--- src/hdl/ipta_pkg.sv ---
// Shared types, widths, codes and register defaults of the inverted page table allocator.
// No dependencies; the core, ipta_csr and ipta_hash import this package.
package ipta_pkg;

   // Table depth default and field widths
   localparam int FRAMES_DEF   = 1024;
   localparam int OP_W         = 2;
   localparam int PID_W        = 16;
   localparam int PAGE_W       = 8;
   localparam int FRAME_OUT_W  = 10;
   localparam int ADDR_OUT_W   = 22;
   localparam int FSIZE_W      = 13;
   localparam int TOTAL_W      = 11;
   localparam int ADMIN_W      = 10;
   localparam int LIMIT_W      = 11;
   // hash accumulator: pid + admin + page*(fsize+pid) + page*(page-1)/2 < 2^25
   localparam int ACC_W        = 25;
   localparam int PROD_W       = PAGE_W + PID_W + 1;
   localparam int TRI_W        = 2 * PAGE_W - 1;

   // Configuration port
   localparam int CSR_DATA_W   = 32;
   localparam int CSR_ADDR_W   = 4;

   // Register indexes
   localparam logic [1:0] REG_FRAME_SIZE   = 2'd0;
   localparam logic [1:0] REG_TOTAL_FRAMES = 2'd1;
   localparam logic [1:0] REG_ADMIN_FRAMES = 2'd2;
   localparam logic [1:0] REG_PROBE_LIMIT  = 2'd3;

   // Register reset values
   localparam logic [FSIZE_W-1:0] FRAME_SIZE_RST   = 13'd256;
   localparam logic [TOTAL_W-1:0] TOTAL_FRAMES_RST = 11'd1024;
   localparam logic [ADMIN_W-1:0] ADMIN_FRAMES_RST = 10'd16;
   localparam logic [LIMIT_W-1:0] PROBE_LIMIT_RST  = 11'd1024;

   // Operation codes
   localparam logic [OP_W-1:0] OP_ALLOC   = 2'd0;
   localparam logic [OP_W-1:0] OP_LOOKUP  = 2'd1;
   localparam logic [OP_W-1:0] OP_RELEASE = 2'd2;

   typedef struct packed {
      logic [FSIZE_W-1:0] frame_size;
      logic [TOTAL_W-1:0] total_frames;
      logic [ADMIN_W-1:0] admin_frames;
      logic [LIMIT_W-1:0] probe_limit;
   } ipta_cfg_type;

   // Effective frame count: total_frames clamped to [1, frames]
   function automatic logic [TOTAL_W-1:0] eff_total(input logic [TOTAL_W-1:0] tot,
                                                   input int frames);
      logic [TOTAL_W-1:0] t;
      t = tot;
      if (tot == '0) begin
         t = TOTAL_W'(1);
      end else if (int'(tot) > frames) begin
         t = TOTAL_W'(frames);
      end
      return t;
   endfunction

endpackage

--- src/hdl/ipta_csr.sv ---
// APB-style configuration registers of the allocator.
// Depends on ipta_pkg for widths, register indexes and reset values.
module ipta_csr (
   input  logic                                clock,
   input  logic                                reset,
   input  logic                                psel,
   input  logic                                penable,
   input  logic                                pwrite,
   input  logic [ipta_pkg::CSR_ADDR_W-1:0]     paddr,
   input  logic [ipta_pkg::CSR_DATA_W-1:0]     pwdata,
   output logic [ipta_pkg::CSR_DATA_W-1:0]     prdata,
   output logic                                pready,
   output ipta_pkg::ipta_cfg_type              cfg
);
   import ipta_pkg::*;

   ipta_cfg_type cfg_ff;
   logic         wr_strobe;
   logic [1:0]   reg_idx;

   assign pready    = 1'b1;
   assign wr_strobe = psel & penable & pwrite;
   assign reg_idx   = paddr[CSR_ADDR_W-1:2];

   always_ff @(posedge clock) begin
      if (reset) begin
         cfg_ff.frame_size   <= FRAME_SIZE_RST;
         cfg_ff.total_frames <= TOTAL_FRAMES_RST;
         cfg_ff.admin_frames <= ADMIN_FRAMES_RST;
         cfg_ff.probe_limit  <= PROBE_LIMIT_RST;
      end else if (wr_strobe) begin
         case (reg_idx)
            REG_FRAME_SIZE:   cfg_ff.frame_size   <= pwdata[FSIZE_W-1:0];
            REG_TOTAL_FRAMES: cfg_ff.total_frames <= pwdata[TOTAL_W-1:0];
            REG_ADMIN_FRAMES: cfg_ff.admin_frames <= pwdata[ADMIN_W-1:0];
            REG_PROBE_LIMIT:  cfg_ff.probe_limit  <= pwdata[LIMIT_W-1:0];
            default: ;
         endcase
      end
   end

   always_comb begin
      case (reg_idx)
         REG_FRAME_SIZE:   prdata = CSR_DATA_W'(cfg_ff.frame_size);
         REG_TOTAL_FRAMES: prdata = CSR_DATA_W'(cfg_ff.total_frames);
         REG_ADMIN_FRAMES: prdata = CSR_DATA_W'(cfg_ff.admin_frames);
         REG_PROBE_LIMIT:  prdata = CSR_DATA_W'(cfg_ff.probe_limit);
         default:          prdata = '0;
      endcase
   end

   assign cfg = cfg_ff;

endmodule

--- config.mk ---
export PLATFORM = sky130hd
export DESIGN_NAME = ipta_csr
export DESIGN_NICKNAME = d
export VERILOG_FILES = /design/src/hdl/ipta_pkg.sv /design/src/hdl/ipta_csr.sv
export SDC_FILE = /design/constraint.sdc
export NUM_CORES = 1
export LEC_CHECK = 0
export BUFFER_PORTS_ARGS = -buffer_cell sky130_fd_sc_hd__buf_4
export CAP_MARGIN = 20
export CORE_MARGIN = 2
export CORE_UTILIZATION = 25
export CTS_BUF_LIST = sky130_fd_sc_hd__clkbuf_8 sky130_fd_sc_hd__clkbuf_16
export DETAILED_ROUTE_END_ITERATION = 12
export PLACE_DENSITY = 0.49
export SYNTH_ARGS = -nofsm -noshare
export SYNTH_HDL_FRONTEND = slang
export SYNTH_SLANG_ARGS = --single-unit
--- constraint.sdc ---
create_clock -name clock -period 1.08 [get_ports clock]
set_input_delay 0.108 -clock clock [delete_from_list [all_inputs] [get_ports clock]]
set_output_delay 0.108 -clock clock [all_outputs]
set_load 0.005 [all_outputs]
* After elaboration in Yosys (flattened, before gate mapping)
Index checks and enable logic that the tools add are counted. W data, S select, Z words.
Storage, ports and cells: output and inout bits 78, word-level logic and storage cells 15, flip-flop bits (word level) 45
Operators by class: reduce and logical (&&, ||, !) cells 5, bitwise logic cells 2, equality and inequality tests 3, mux-type cells 1
Operators with widths (number):
- $pmux W32 S4 | 1
- $reduce_and A2 Y1 | 4
- $eq A2 B2 Y1 const B | 2
- $and A1 B1 Y1 | 2
- $eq A2 B1 Y1 const B | 1
- $logic_not A2 Y1 | 1

* Depth between registers and ports, before layout
word-level depth 3, depth in mapped cells 5

* Least setup slack after synthesis
No wires, ideal clock.
kind in2reg, start point input port paddr[3] in the netlist's numbering, end point register cfg_ff, in the netlist cfg[21], data arrival time 0.871 ns, cell stages on the path 4, setup slack 0.137 ns, buffers on the path 2, required time 1.008 ns, cell sequence buf_4 -> nor3b_2 -> buf_6 -> mux2i_1
Between the ends: cells in the longest elaborated chain, start to end 2
RTL lines:
- start, declared | line ipta_csr.sv:9 | input logic [ipta_pkg::CSR_ADDR_W-1:0] paddr,
- $eq A2 B1 Y1 | line ipta_csr.sv:32 | case (reg_idx)
- $reduce_and A2 Y1 (no source line)
- end, declared | line ipta_csr.sv:17 | ipta_cfg_type cfg_ff;
Every way passes these cells. A chain may end at the register's enable or synchronous reset.

* Worst setup path in the final report
start point register cfg_ff, in the netlist cfg[3], end point output port prdata[3] in the netlist's numbering
Between the ends: cells in the longest elaborated chain, start to end 1
RTL lines:
- $pmux W32 S4 | line ipta_csr.sv:43 | case (reg_idx)
- end, declared | line ipta_csr.sv:11 | output logic [ipta_pkg::CSR_DATA_W-1:0] prdata,
Every way passes these cells. The select of a mux whose other input is x is not followed.

==> out/results.ini <==
[status]
outcome = complete, but fails checks
violations_in_the_final_reports = setup timing

[worst_setup_path]
slowest_cell_on_the_critical_path = sky130_fd_sc_hd__mux4_2
timing.critical_path.from_type = flop
setup.worst_path.class = flop to primary output
critical-path-max-stage-delay_ns = 0.49
path_max_fanout = 2
critical_path.cell_chain = mux4_2 > buf_6
timing.critical_path.required_ns = 0.97
setup.worst_path.end_class = primary output
arrival_ns = 1.25

[grt]
grt_antenna_before_repair = 0
grt_first_pass_wirelength_mm = 9.75
grt_start_max_net_pins = 59
grt_remaining_overflow = 0
grt_pass1_vias = 1869
grt_util_overall_pct = 12.5

[synthesis]
synth.yosys.warnings = 0
muxShareOfSynthArea_pct = 28.8
seq_area_frac_synth_pct = 39.6
yosys.area_share.adder_pct = 0
synth_xor_area_share_pct = 0
synth.ff_latch_count = 45
synth_cell_types = 22
synth_top_family_by_area = multiplexers
yosys.area_share.simple_pct = 18.8
netlist_instances = 210
syn_avg_cell_area_sq_um = 10.8
synth_compound_gate_area_share_pct = 1.87
syn_area_sq_mm = 0.00228

[route]
drc = 0
routedWlPerCell_um = 13.8
num_vias = 1863
average_vias_per_placed_instance = 4.19
detail_route.first_pass.iterations = 4
route.antenna.remaining_nets = 0
wl_mm = 6.14
drt-initial-drc-count = 40

[die]
chip_width_um = 99.4
io_pins = 119
core.rowCount = 34
die-height_um = 99.4
dieArea_sq_mm = 0.00988
initial_utilization_pct = 26.0
placeableCoreArea_sq_mm = 0.00876

[finish]
nets = 378
layout.cells.most_common = sky130_fd_sc_hd__buf_4
final.fill_count = 891
final_cell_mix = sky130_fd_sc_hd__buf_4, sky130_fd_sc_hd__nand2b_1, sky130_fd_sc_hd__mux2i_1, sky130_fd_sc_hd__dfxtp_1, sky130_fd_sc_hd__dfxtp_2
areaGrowthSynthToFinish_pct = 51.8
final_layout_size_suffix_gt1_share_pct = 53.1
flip_flop_count_of_the_largest_register_after_layout = 45
num_antenna_cells = 0

[power_and_ir_drop]
internal_power_uw = 2410
leakagePower_uw = 0.00171
power.switching_fraction_pct = 24.2
part_of_the_total_power_dissipated_in_combinational_logic_pct = 13.2
share_seq_of_total_power_pct = 53.2
power_frac_clock_pct = 33.6
power_per_cell_area_mw_per_mm2 = 919
fin_total_pwr_uw = 3180
power.ir.vdd_worst_mv = 0.444
switching_power_of_the_nets_uw = 768

[sta]
timing.clock.skew_ns = 0
final_hold_viol_count = 0
crit_share_post_route_pct = 125
unrepaired_setup_endpoints_after_global_routing = true
post-route-min-period_ns = 1.35
maxSlewViolCount = 0
setup_viol = 10
maxClockFrequency_mhz = 739
hold_slack_ns = 0.0583
final_critical_path_setup_slack_ns = -0.274
finalSetupTns_ns = -2.55

[clocking]
tritoncts = done
cts.sink_count = 45
htree_levels = 2
insertion_delay_ns = 0.30
root_buffer = sky130_fd_sc_hd__clkbuf_8
hold_buffers_post_cts = 0
clkSlewWorstSetupHoldPaths_ns = 0.09
ctsLongestPathBuffers = 2
cts_inserted_buffers = 5

[place]
finalWeightedCongestion = 0.705
dp_worst_setup_slack_ns = -0.237
dpl_hpwl_mm = 4.41
io_buffers = 77

[min_path]
holdCritPathClass = input pin to flop

[run]
timing.max_cap.violations = 0

-- worst max-delay path, delay by kind of cell, from the launching register on --
| kind | cells | cell delay (ns) |
|---|---|---|
| multiplexers | 1 | 0.49 |
| flip-flops | 1 | 0.32 |
| buffers and inverters | 1 | 0.13 |
-- final cells by class --
type	instances	area, sq um	share of cell area [%]
clock inverter	1	3.75	0.109
multi-input combinational	149	1210	34.9
tap	108	135	3.91
sequential	45	928	26.9
clock buffer	6	82.6	2.39
timing repair buffer	136	1100	31.8
-- cells in the mapped netlist --
master | number | area, sq um
sky130_fd_sc_hd__nand2b_1 | 48 | 300
sky130_fd_sc_hd__nand3_2 | 2 | 20.0
sky130_fd_sc_hd__nor3_1 | 1 | 5.00
sky130_fd_sc_hd__nand2_2 | 1 | 6.26
sky130_fd_sc_hd__buf_6 | 3 | 33.8
sky130_fd_sc_hd__mux2i_1 | 43 | 430
sky130_fd_sc_hd__buf_4 | 23 | 173
sky130_fd_sc_hd__and2_1 | 2 | 12.5
sky130_fd_sc_hd__nand3b_1 | 1 | 7.51
sky130_fd_sc_hd__o31ai_1 | 3 | 22.5
sky130_fd_sc_hd__nand3_1 | 4 | 20.0
sky130_fd_sc_hd__o21ai_0 | 1 | 5.00
sky130_fd_sc_hd__clkbuf_1 | 4 | 15.0
sky130_fd_sc_hd__nor2_1 | 7 | 26.3
sky130_fd_sc_hd__a21oi_1 | 3 | 15.0
sky130_fd_sc_hd__nor3b_2 | 1 | 12.5
sky130_fd_sc_hd__and3_1 | 1 | 6.26
sky130_fd_sc_hd__mux4_2 | 10 | 225
sky130_fd_sc_hd__dfxtp_1 | 45 | 901
sky130_fd_sc_hd__buf_2 | 4 | 20.0
sky130_fd_sc_hd__conb_1 | 2 | 7.51
sky130_fd_sc_hd__nor2_4 | 1 | 11.3
-- power groups by stage --
| stage | clock (uW) | combinational [uW] | sequential [uW] |
|---|---|---|---|
| 2_1_floorplan | 0 | 253 | 1730 |
| 3_3_place_gp | 0 | 402 | 1730 |
| 3_5_place_dp | 0 | 403 | 1730 |
| 4_1_cts | 1100 | 420 | 1690 |
| 5_1_grt | 1150 | 460 | 1700 |
| 6_report | 1070 | 418 | 1690 |
-- worst paths after layout --
kind,to,depth (start not counted),slack [ns],startpoint
worst min-delay path,cfg[44],3,0.06,pwdata[12]
worst max-delay path,prdata[3],2,-0.27,cfg[3]
worst min register to register,cfg[18],2,0.49,cfg[18]
worst max register to register,cfg[0],4,0.32,cfg[0]
-- timing repair --
item / 4_1_cts / 5_1_grt
pin swaps: 0 / 0
endpoints found under the setup margin: 11 / 13
buffers inserted: 12 / 2
resized for setup: 30 / 7
hold endpoints to repair: 0 / 0
-- cell families (layout without fill, tap and decap cells) --
family	after synthesis	in the layout
flops	45	45
mux	53	53
buf+inv	34	143
simple gates	69	69
compound gates	7	7
other cells	2	20
-- metal layers --
metal	track usage [%]	part of all wire, %
met5	0	0
met2	20.4	46
met3	3.37	6.5
met1	16.6	47
met4	3.16	0.86
-- through the flow --
step           util, %  instances  cell area (sq um)
6_report          39.4        445               3460
3_5_place_dp      36.3        424               3180
4_1_cts           39.0        443               3420
3_3_place_gp      36.3        424               3180
2_1_floorplan        -        228               2340
5_1_grt           39.4        445               3460
(Power assumes the default switching activity.)
