**config.mk**
```make
export PLATFORM = sky130hd
export DESIGN_NAME = ipta_hash
export DESIGN_NICKNAME = d
export VERILOG_FILES = /design/src/hdl/ipta_pkg.sv /design/src/hdl/ipta_hash.sv
export SDC_FILE = /design/constraint.sdc
export NUM_CORES = 1
export LEC_CHECK = 0
export BUFFER_PORTS_ARGS = -buffer_cell sky130_fd_sc_hd__clkbuf_2
export CORE_ASPECT_RATIO = 2
export CORE_UTILIZATION = 50
export DETAILED_ROUTE_END_ITERATION = 10
export GPL_ROUTABILITY_DRIVEN = 1
export PLACE_DENSITY = 0.76
export SYNTH_ARGS = -nofsm -noshare
export SYNTH_HDL_FRONTEND = slang
export SYNTH_SLANG_ARGS = --single-unit
```
**constraint.sdc**
```tcl
create_clock -name clock -period 15 [get_ports clock]
set_input_delay 1.5 -clock clock [delete_from_list [all_inputs] [get_ports clock]]
set_output_delay 1.5 -clock clock [all_outputs]
set_load 0.05 [all_outputs]
```
**src/hdl/ipta_pkg.sv**
```systemverilog
// Shared types, widths, codes and register defaults of the inverted page table allocator.
// No dependencies; the core, ipta_csr and ipta_hash import this package.
package ipta_pkg;

   // Table depth default and field widths
   localparam int FRAMES_DEF   = 1024;
   localparam int OP_W         = 2;
   localparam int PID_W        = 16;
   localparam int PAGE_W       = 8;
   localparam int FRAME_OUT_W  = 10;
   localparam int ADDR_OUT_W   = 22;
   localparam int FSIZE_W      = 13;
   localparam int TOTAL_W      = 11;
   localparam int ADMIN_W      = 10;
   localparam int LIMIT_W      = 11;
   // hash accumulator: pid + admin + page*(fsize+pid) + page*(page-1)/2 < 2^25
   localparam int ACC_W        = 25;
   localparam int PROD_W       = PAGE_W + PID_W + 1;
   localparam int TRI_W        = 2 * PAGE_W - 1;

   // Configuration port
   localparam int CSR_DATA_W   = 32;
   localparam int CSR_ADDR_W   = 4;

   // Register indexes
   localparam logic [1:0] REG_FRAME_SIZE   = 2'd0;
   localparam logic [1:0] REG_TOTAL_FRAMES = 2'd1;
   localparam logic [1:0] REG_ADMIN_FRAMES = 2'd2;
   localparam logic [1:0] REG_PROBE_LIMIT  = 2'd3;

   // Register reset values
   localparam logic [FSIZE_W-1:0] FRAME_SIZE_RST   = 13'd256;
   localparam logic [TOTAL_W-1:0] TOTAL_FRAMES_RST = 11'd1024;
   localparam logic [ADMIN_W-1:0] ADMIN_FRAMES_RST = 10'd16;
   localparam logic [LIMIT_W-1:0] PROBE_LIMIT_RST  = 11'd1024;

   // Operation codes
   localparam logic [OP_W-1:0] OP_ALLOC   = 2'd0;
   localparam logic [OP_W-1:0] OP_LOOKUP  = 2'd1;
   localparam logic [OP_W-1:0] OP_RELEASE = 2'd2;

   typedef struct packed {
      logic [FSIZE_W-1:0] frame_size;
      logic [TOTAL_W-1:0] total_frames;
      logic [ADMIN_W-1:0] admin_frames;
      logic [LIMIT_W-1:0] probe_limit;
   } ipta_cfg_type;

   // Effective frame count: total_frames clamped to [1, frames]
   function automatic logic [TOTAL_W-1:0] eff_total(input logic [TOTAL_W-1:0] tot,
                                                   input int frames);
      logic [TOTAL_W-1:0] t;
      t = tot;
      if (tot == '0) begin
         t = TOTAL_W'(1);
      end else if (int'(tot) > frames) begin
         t = TOTAL_W'(frames);
      end
      return t;
   endfunction

endpackage

```
**src/hdl/ipta_hash.sv**
```systemverilog
// Hash unit: products, sum, a one-bit-per-cycle restoring modulo by the frame count, then plus one with wrap.
// Depends on ipta_pkg for widths, the config struct and eff_total.
module ipta_hash #(
   parameter int FRAMES = ipta_pkg::FRAMES_DEF
) (
   input  logic                               clock,
   input  logic                               reset,
   input  logic                               go,
   input  logic [ipta_pkg::PID_W-1:0]         pid,
   input  logic [ipta_pkg::PAGE_W-1:0]        page,
   input  ipta_pkg::ipta_cfg_type             cfg,
   output logic                               done,
   output logic [ipta_pkg::TOTAL_W-1:0]       hash
);
   import ipta_pkg::*;

   localparam int CNT_W = $clog2(ACC_W);

   localparam logic [1:0] H_IDLE = 2'd0;
   localparam logic [1:0] H_SUM  = 2'd1;
   localparam logic [1:0] H_DIV  = 2'd2;

   logic [1:0]         state_ff, state_in;
   logic [CNT_W-1:0]   cnt_ff, cnt_in;
   logic               done_ff, done_in;
   logic [PROD_W-1:0]  prod_ff;
   logic [TRI_W-1:0]   tri_ff;
   logic [PID_W:0]     base_ff;
   logic [ACC_W-1:0]   acc_ff, acc_in;
   logic [TOTAL_W-1:0] rem_ff, rem_in;
   logic [TOTAL_W-1:0] hash_ff, hash_in;

   logic [TOTAL_W-1:0] tot;
   logic [TOTAL_W:0]   shifted;
   logic [TOTAL_W:0]   hplus;
   logic [PID_W:0]     fs_pid;
   logic [PAGE_W-1:0]  page_dec;
   logic [2*PAGE_W-1:0] tri_full;

   assign tot      = eff_total(cfg.total_frames, FRAMES);
   assign fs_pid   = (PID_W+1)'(cfg.frame_size) + (PID_W+1)'(pid);
   assign page_dec = (page == '0) ? '0 : page - 1'b1;
   assign tri_full = page * page_dec;

   // one restoring step: shift in the next dividend bit, subtract if it fits
   assign shifted  = {rem_ff, acc_ff[ACC_W-1]};
   assign hplus    = (TOTAL_W+1)'(rem_in) + 1'b1;

   always_comb begin
      state_in = state_ff;
      cnt_in   = cnt_ff;
      done_in  = 1'b0;
      acc_in   = acc_ff;
      rem_in   = rem_ff;
      hash_in  = hash_ff;
      if (shifted >= {1'b0, tot}) begin
         rem_in = TOTAL_W'(shifted - {1'b0, tot});
      end else begin
         rem_in = shifted[TOTAL_W-1:0];
      end
      case (state_ff)
         H_IDLE: begin
            if (go) begin
               state_in = H_SUM;
            end
         end
         H_SUM: begin
            acc_in   = ACC_W'(base_ff) + ACC_W'(prod_ff) + ACC_W'(tri_ff);
            cnt_in   = '0;
            state_in = H_DIV;
         end
         H_DIV: begin
            acc_in = {acc_ff[ACC_W-2:0], 1'b0};
            cnt_in = cnt_ff + 1'b1;
            if (cnt_ff == CNT_W'(ACC_W - 1)) begin
               // wrap a hash that lands one past the end back to frame 0
               hash_in  = (hplus >= {1'b0, tot}) ? '0 : hplus[TOTAL_W-1:0];
               done_in  = 1'b1;
               state_in = H_IDLE;
            end
         end
         default: state_in = H_IDLE;
      endcase
   end

   always_ff @(posedge clock) begin
      if (reset) begin
         state_ff <= H_IDLE;
         done_ff  <= 1'b0;
         cnt_ff   <= '0;
      end else begin
         state_ff <= state_in;
         done_ff  <= done_in;
         cnt_ff   <= cnt_in;
      end
   end

   always_ff @(posedge clock) begin
      if (state_ff == H_IDLE && go) begin
         prod_ff <= page * fs_pid;
         tri_ff  <= tri_full[2*PAGE_W-1:1];
         base_ff <= (PID_W+1)'(pid) + (PID_W+1)'(cfg.admin_frames);
      end
      rem_ff  <= (state_ff == H_SUM) ? '0 : rem_in;
      acc_ff  <= acc_in;
      hash_ff <= hash_in;
   end

   assign done = done_ff;
   assign hash = hash_ff;

endmodule
```
# Word-level counts from Yosys, hierarchy flattened
# Index checks and enable logic that the tools add are counted.
[word_totals] output_inout_bits=12 reg_bits=112 word_cells=46 in_bits=72
[classes] addsub=8 bitwise_logic=1 n_lt_le_gt_ge=3 n_eq_ne=5 multipliers=2 n_mux=10 n_reduce_logical=8
[op_table] operator="$pmux 25 s2" n=1
[op_table] operator="$mux 11" n=3
[op_table] operator="$add 17x25->25" n=1
[op_table] operator="$add 25x15->25" n=1
[op_table] operator="$mul 8x17->25" n=1
[op_table] operator="$ge 12x11->1" n=2
[op_table] operator="$add 13x16->17" n=1
[op_table] operator="$add 16x10->17" n=1
[op_table] operator="$mul 8x8->16" n=1
[op_table] operator="$add 11x1->12 const B" n=1
[op_table] operator="$gt 11x11->1 const B" n=1
[op_table] operator="$logic_not 11->1" n=1
[op_table] operator="$sub 11x11->11" n=1
[op_table] operator="$pmux 5 s2" n=1
[op_table] operator="$logic_not 8->1" n=1
[op_table] operator="$mux 8" n=1
[op_table] operator="$sub 8x1->8 const B" n=1
[op_table] operator="$pmux 2 s3" n=1
[op_table] operator="$add 5x1->5 const B" n=1
[op_table] operator="$eq 5x5->1 const B" n=1
[op_table] operator="$mux 2" n=2
[op_table] operator="$ne 2x2->1 const B" n=2
[op_table] operator="$reduce_and 2->1" n=2
[op_table] operator="$eq 2x1->1 const B" n=1
[op_table] operator="other kinds (7)" n=7

# Depth between registers and ports, before layout
[logic_depth] ltp_word=7 depth_mapped=27 mapped_depth_nobuf=27

# Least setup slack after synthesis
# OpenSTA, ideal clock, no wires.
[synth_path] kind="in2reg" start="input pid[0] (netlist bit)" end="register prod_ff[23] (data pin)" required_ns=14.742 path_buffers=0 t_arrival_ns=7.146 setup_ns=0.258 slack_ns=7.597 path_stages=25 cell_sequence="ha_1 inv_1 fa_1 nor2b_1 o21ai_0 a21boi_1 o211ai_1 a31oi_1 o221ai_1 xor2_1 nor2b_1 fa_1 fa_1 fa_1 inv_1 fa_1 inv_1 ha_1 a21o_1 a21oi_1 o21ai_0 a2111o_1 a21o_1 a21oi_1 xnor2_1"
[synth_via] elab_chain_cells=2
[synth_lines] element="from (decl)" line="ipta_hash.sv:9" rtl="input logic [ipta_pkg::PID_W-1:0] pid,"
[synth_lines] element="$add 13x16->17" line="ipta_hash.sv:41" rtl="assign fs_pid = (PID_W+1)'(cfg.frame_size) + (PID_W+1)'(pid);"
[synth_lines] element="$mul 8x17->25" line="ipta_hash.sv:100" rtl="prod_ff <= page * fs_pid;"
[synth_lines] element="to (signal assigned)" line="ipta_hash.sv:100"
[synth_lines] element="to (decl)" line="ipta_hash.sv:26" rtl="logic [PROD_W-1:0] prod_ff;"
# No other way between the ends.
# A chain may end at the register's enable or synchronous reset.

# Worst setup path after layout
[layout_path] start="input pid[0] (netlist bit)" end="register prod_ff[22] (data pin)"
# The elaborated chain is that of the path after synthesis.

==> flow_metrics.py <==
metrics = {
    "status": {
        "outcome": "finished, final reports clean",
    },
    "setup_path": {
        "startpoint_type": "input pin",
        "cp_common_cell": "fa_1",
        "path_buf_inv": 4,
        "critPathSlowestCell": "o41ai_1",
        "slowest_delay_ps": 820,
        "cp.arrival_ps": 8740,
        "r2r_start": "acc_ff[24]",
        "crit_required_ps": 15110,
        "startpoint": "pid[0]",
        "path_delay_family": "adder cells",
        "crit_type": "in -> reg",
        "crit_path_end_kind": "register",
        "critPathMaxFanout": 8,
    },
    "yosys": {
        "synth_flop_cell": "edfxtp_1",
        "avgSynthCellArea_um2": 9.46,
        "synth-xor-area-share_pct": 6.22,
        "synth_warnings": 0,
        "muxShareOfSynthArea_pct": 0.790,
        "syn_area_um2": 13900,
        "synth_compound_area_share_pct": 11.7,
        "syn-num-nets": 1847,
        "synth-edff-count": 93,
        "yosysTopAreaCell": "fa_1",
        "ys_types": 73,
        "synth_fa_ha_area_share_pct": 34.9,
        "synth_seq_cells": 112,
        "synth_seq_area_share_pct": 22.8,
        "async_reset_ff_share_pct": 0,
        "synth_top_area_share_pct": 20.8,
        "synth_top_family_by_area": "adder cells",
        "syn_inst": 1473,
        "synth_area_leaders": "fa_1 (21%), edfxtp_1 (20%), ha_1 (14%), inv_1 (5.6%), xnor2_1 (4.3%)",
        "synth-simple-area-share_pct": 17.0,
    },
    "timing": {
        "drv_slew": 0,
        "hold_violations": 0,
        "fin_crit_sh_pct": 57.6,
        "fmaxAchievable_mhz": 116,
        "relSlewSlack_pct": 30.8,
        "worst_pin_slew_ps": 1020,
        "setup_viol": 0,
        "fin_skew_ps": 10.8,
        "fin_crit_ps": 8640,
        "fin_setup_tns_ps": 0,
        "rsz0062_at_grt": "no",
    },
    "pwr": {
        "p_per_area_nw_per_um2": 251,
        "peakVddDrop_mv": 0.116,
        "p_leak_nw": 6.81,
        "finalPower_w": 0.00374,
    },
    "detailed_routing": {
        "routed_via_density": 5.56,
        "drc": 0,
        "wirelength_um": 30900,
        "avgRoutedWirePerCell_um": 16.4,
        "ant_nets": 0,
        "via_count": 10477,
        "drt_pass1_iterations": 4,
        "drt_first_iter_violations": 414,
    },
    "global_routing": {
        "grt_max_degree": 58,
        "grt_pass1_wl_um": 50400,
        "antenna_found_initial": 0,
        "grt_pass1_vias": 11330,
        "overflow": 0,
        "track_usage_pct": 22.4,
    },
    "place": {
        "dp_hpwl_um": 26000,
        "place_inst": 1870,
        "place_congestion": 0.886,
        "io_buffers": 72,
    },
    "cts": {
        "cts_inserted_buffers": 9,
        "cts_root_buffer": "clkbuf_16",
        "cts_tree": "yes",
        "postCtsHoldBufs": 0,
        "post_cts_resized": 0,
        "htree_num_levels": 3,
        "cts_setup_buffers": 0,
        "cts_num_sinks": 112,
        "clk_pin_slew_worst_paths_ps": 80,
        "cts_buffer_depth": 2,
        "insertion_delay_ps": 360,
    },
    "min_path": {
        "min_path_type": "reg -> reg",
        "min-delay-start": "acc_ff[3]",
    },
    "cells_and_area": {
        "mostFrequentLayoutCell": "inv_1",
        "drive_above_1_share_pct": 8.15,
        "multi_input_area_um2": 9840,
        "fillCellCount": 2482,
        "stdcell_count": 1886,
        "layout_common_cells": "inv_1 (209), ha_1 (157), fa_1 (145), nand2_1 (144), and2_1 (94)",
        "diodes": 0,
        "synthToLayoutAreaGrowth_pct": 7.03,
        "seqCellArea_um2": 3170,
        "nets": 1903,
    },
    "floorplan": {
        "die_h_um": 238,
        "core_um2": 27400,
        "start_util_pct": 50.8,
        "die_area_um2": 28600,
        "die_w_um": 120,
        "row_count": 86,
        "pin_count": 84,
    },
    "run": {
        "drv_cap": 0,
    },
}
==> worst min-delay path: cells and delay by family (launching register included) <==
family	cells	cell delay, ps
compound gates	1	60
flops	1	330
simple gates	1	50
==> cells by family (layout without fill, tap and decap cells) <==
group	Yosys count	after routing
flip-flops	112	112
AND/OR/NAND/NOR	469	469
adder cells (fa/ha/maj)	302	302
multiplexers	10	10
AO/OA/AOI/OAI	237	237
XOR/XNOR	99	99
buffers and inverters	244	305
==> cells in the mapped netlist, types with 20 or more instances <==
cell        n
nor2_1     83
a21o_1     20
and2_1     95
edfxtp_1   93
xnor2_1    69
nand2_1   144
clkbuf_1   30
o21ai_0    54
inv_1     209
fa_1      145
nor2b_1    44
ha_1      157
xor2_1     30
a21oi_1    55
==> power breakdown <==
group | internal [W] | switching, W | total [W]
combinational | 0.00121 | 0.00163 | 0.00285
sequential | 0.000613 | 0.0000630 | 0.000676
clock | 0.000113 | 0.000107 | 0.000220
total | 0.00194 | 0.00180 | 0.00374
==> worst paths after layout <==
check | cells past startpoint | slack, ps | to
max | 26 | 6360 | prod_ff[22]
min | 2 | 540 | acc_ff[4]
max reg2reg | 21 | 9110 | hash[10]
min reg2reg | 2 | 540 | acc_ff[4]
==> state kept, by name (all words and copies together) (netlist names) <==
register,flops
base_ff,17
acc_ff,25
rem_ff,11
cnt_ff,5
done,1
hash,11
prod_ff,25
state_ff,2
tri_ff,15
==> stage by stage <==
step                      util (%)  cell area, um^2  hold WS [ps]  setup slack (ps)
final                         54.4            14900           537              6360
after global routing          54.4            14900           550              6150
after CTS                     54.4            14900           541              6570
after detailed placement      53.4            14700           509              6190
after global placement        53.4            14700           495              6220
after floorplan                  -            13900           479              7600
==> layer usage <==
metal  vias to the layer above  routed length [um]  global-route usage [%]  share of wire, %
met5                         -                   0                       0                 0
met4                         0                1620                    13.6               5.2
met3                        97                 702                    2.03               2.3
met2                       243               18100                    46.6                59
met1                      5141               10400                    19.7                34
li1                       4996                   -                       -                 -
==> area by class of cell <==
type	count	share of cell area, %
clock buffers	11	1.56
multi-input cells	1117	66.0
well taps	352	2.95
clock inverters	5	0.226
inverters	211	5.31
repair buffers	78	2.72
flip-flops and latches	112	21.3
(Power assumes the default switching activity.)
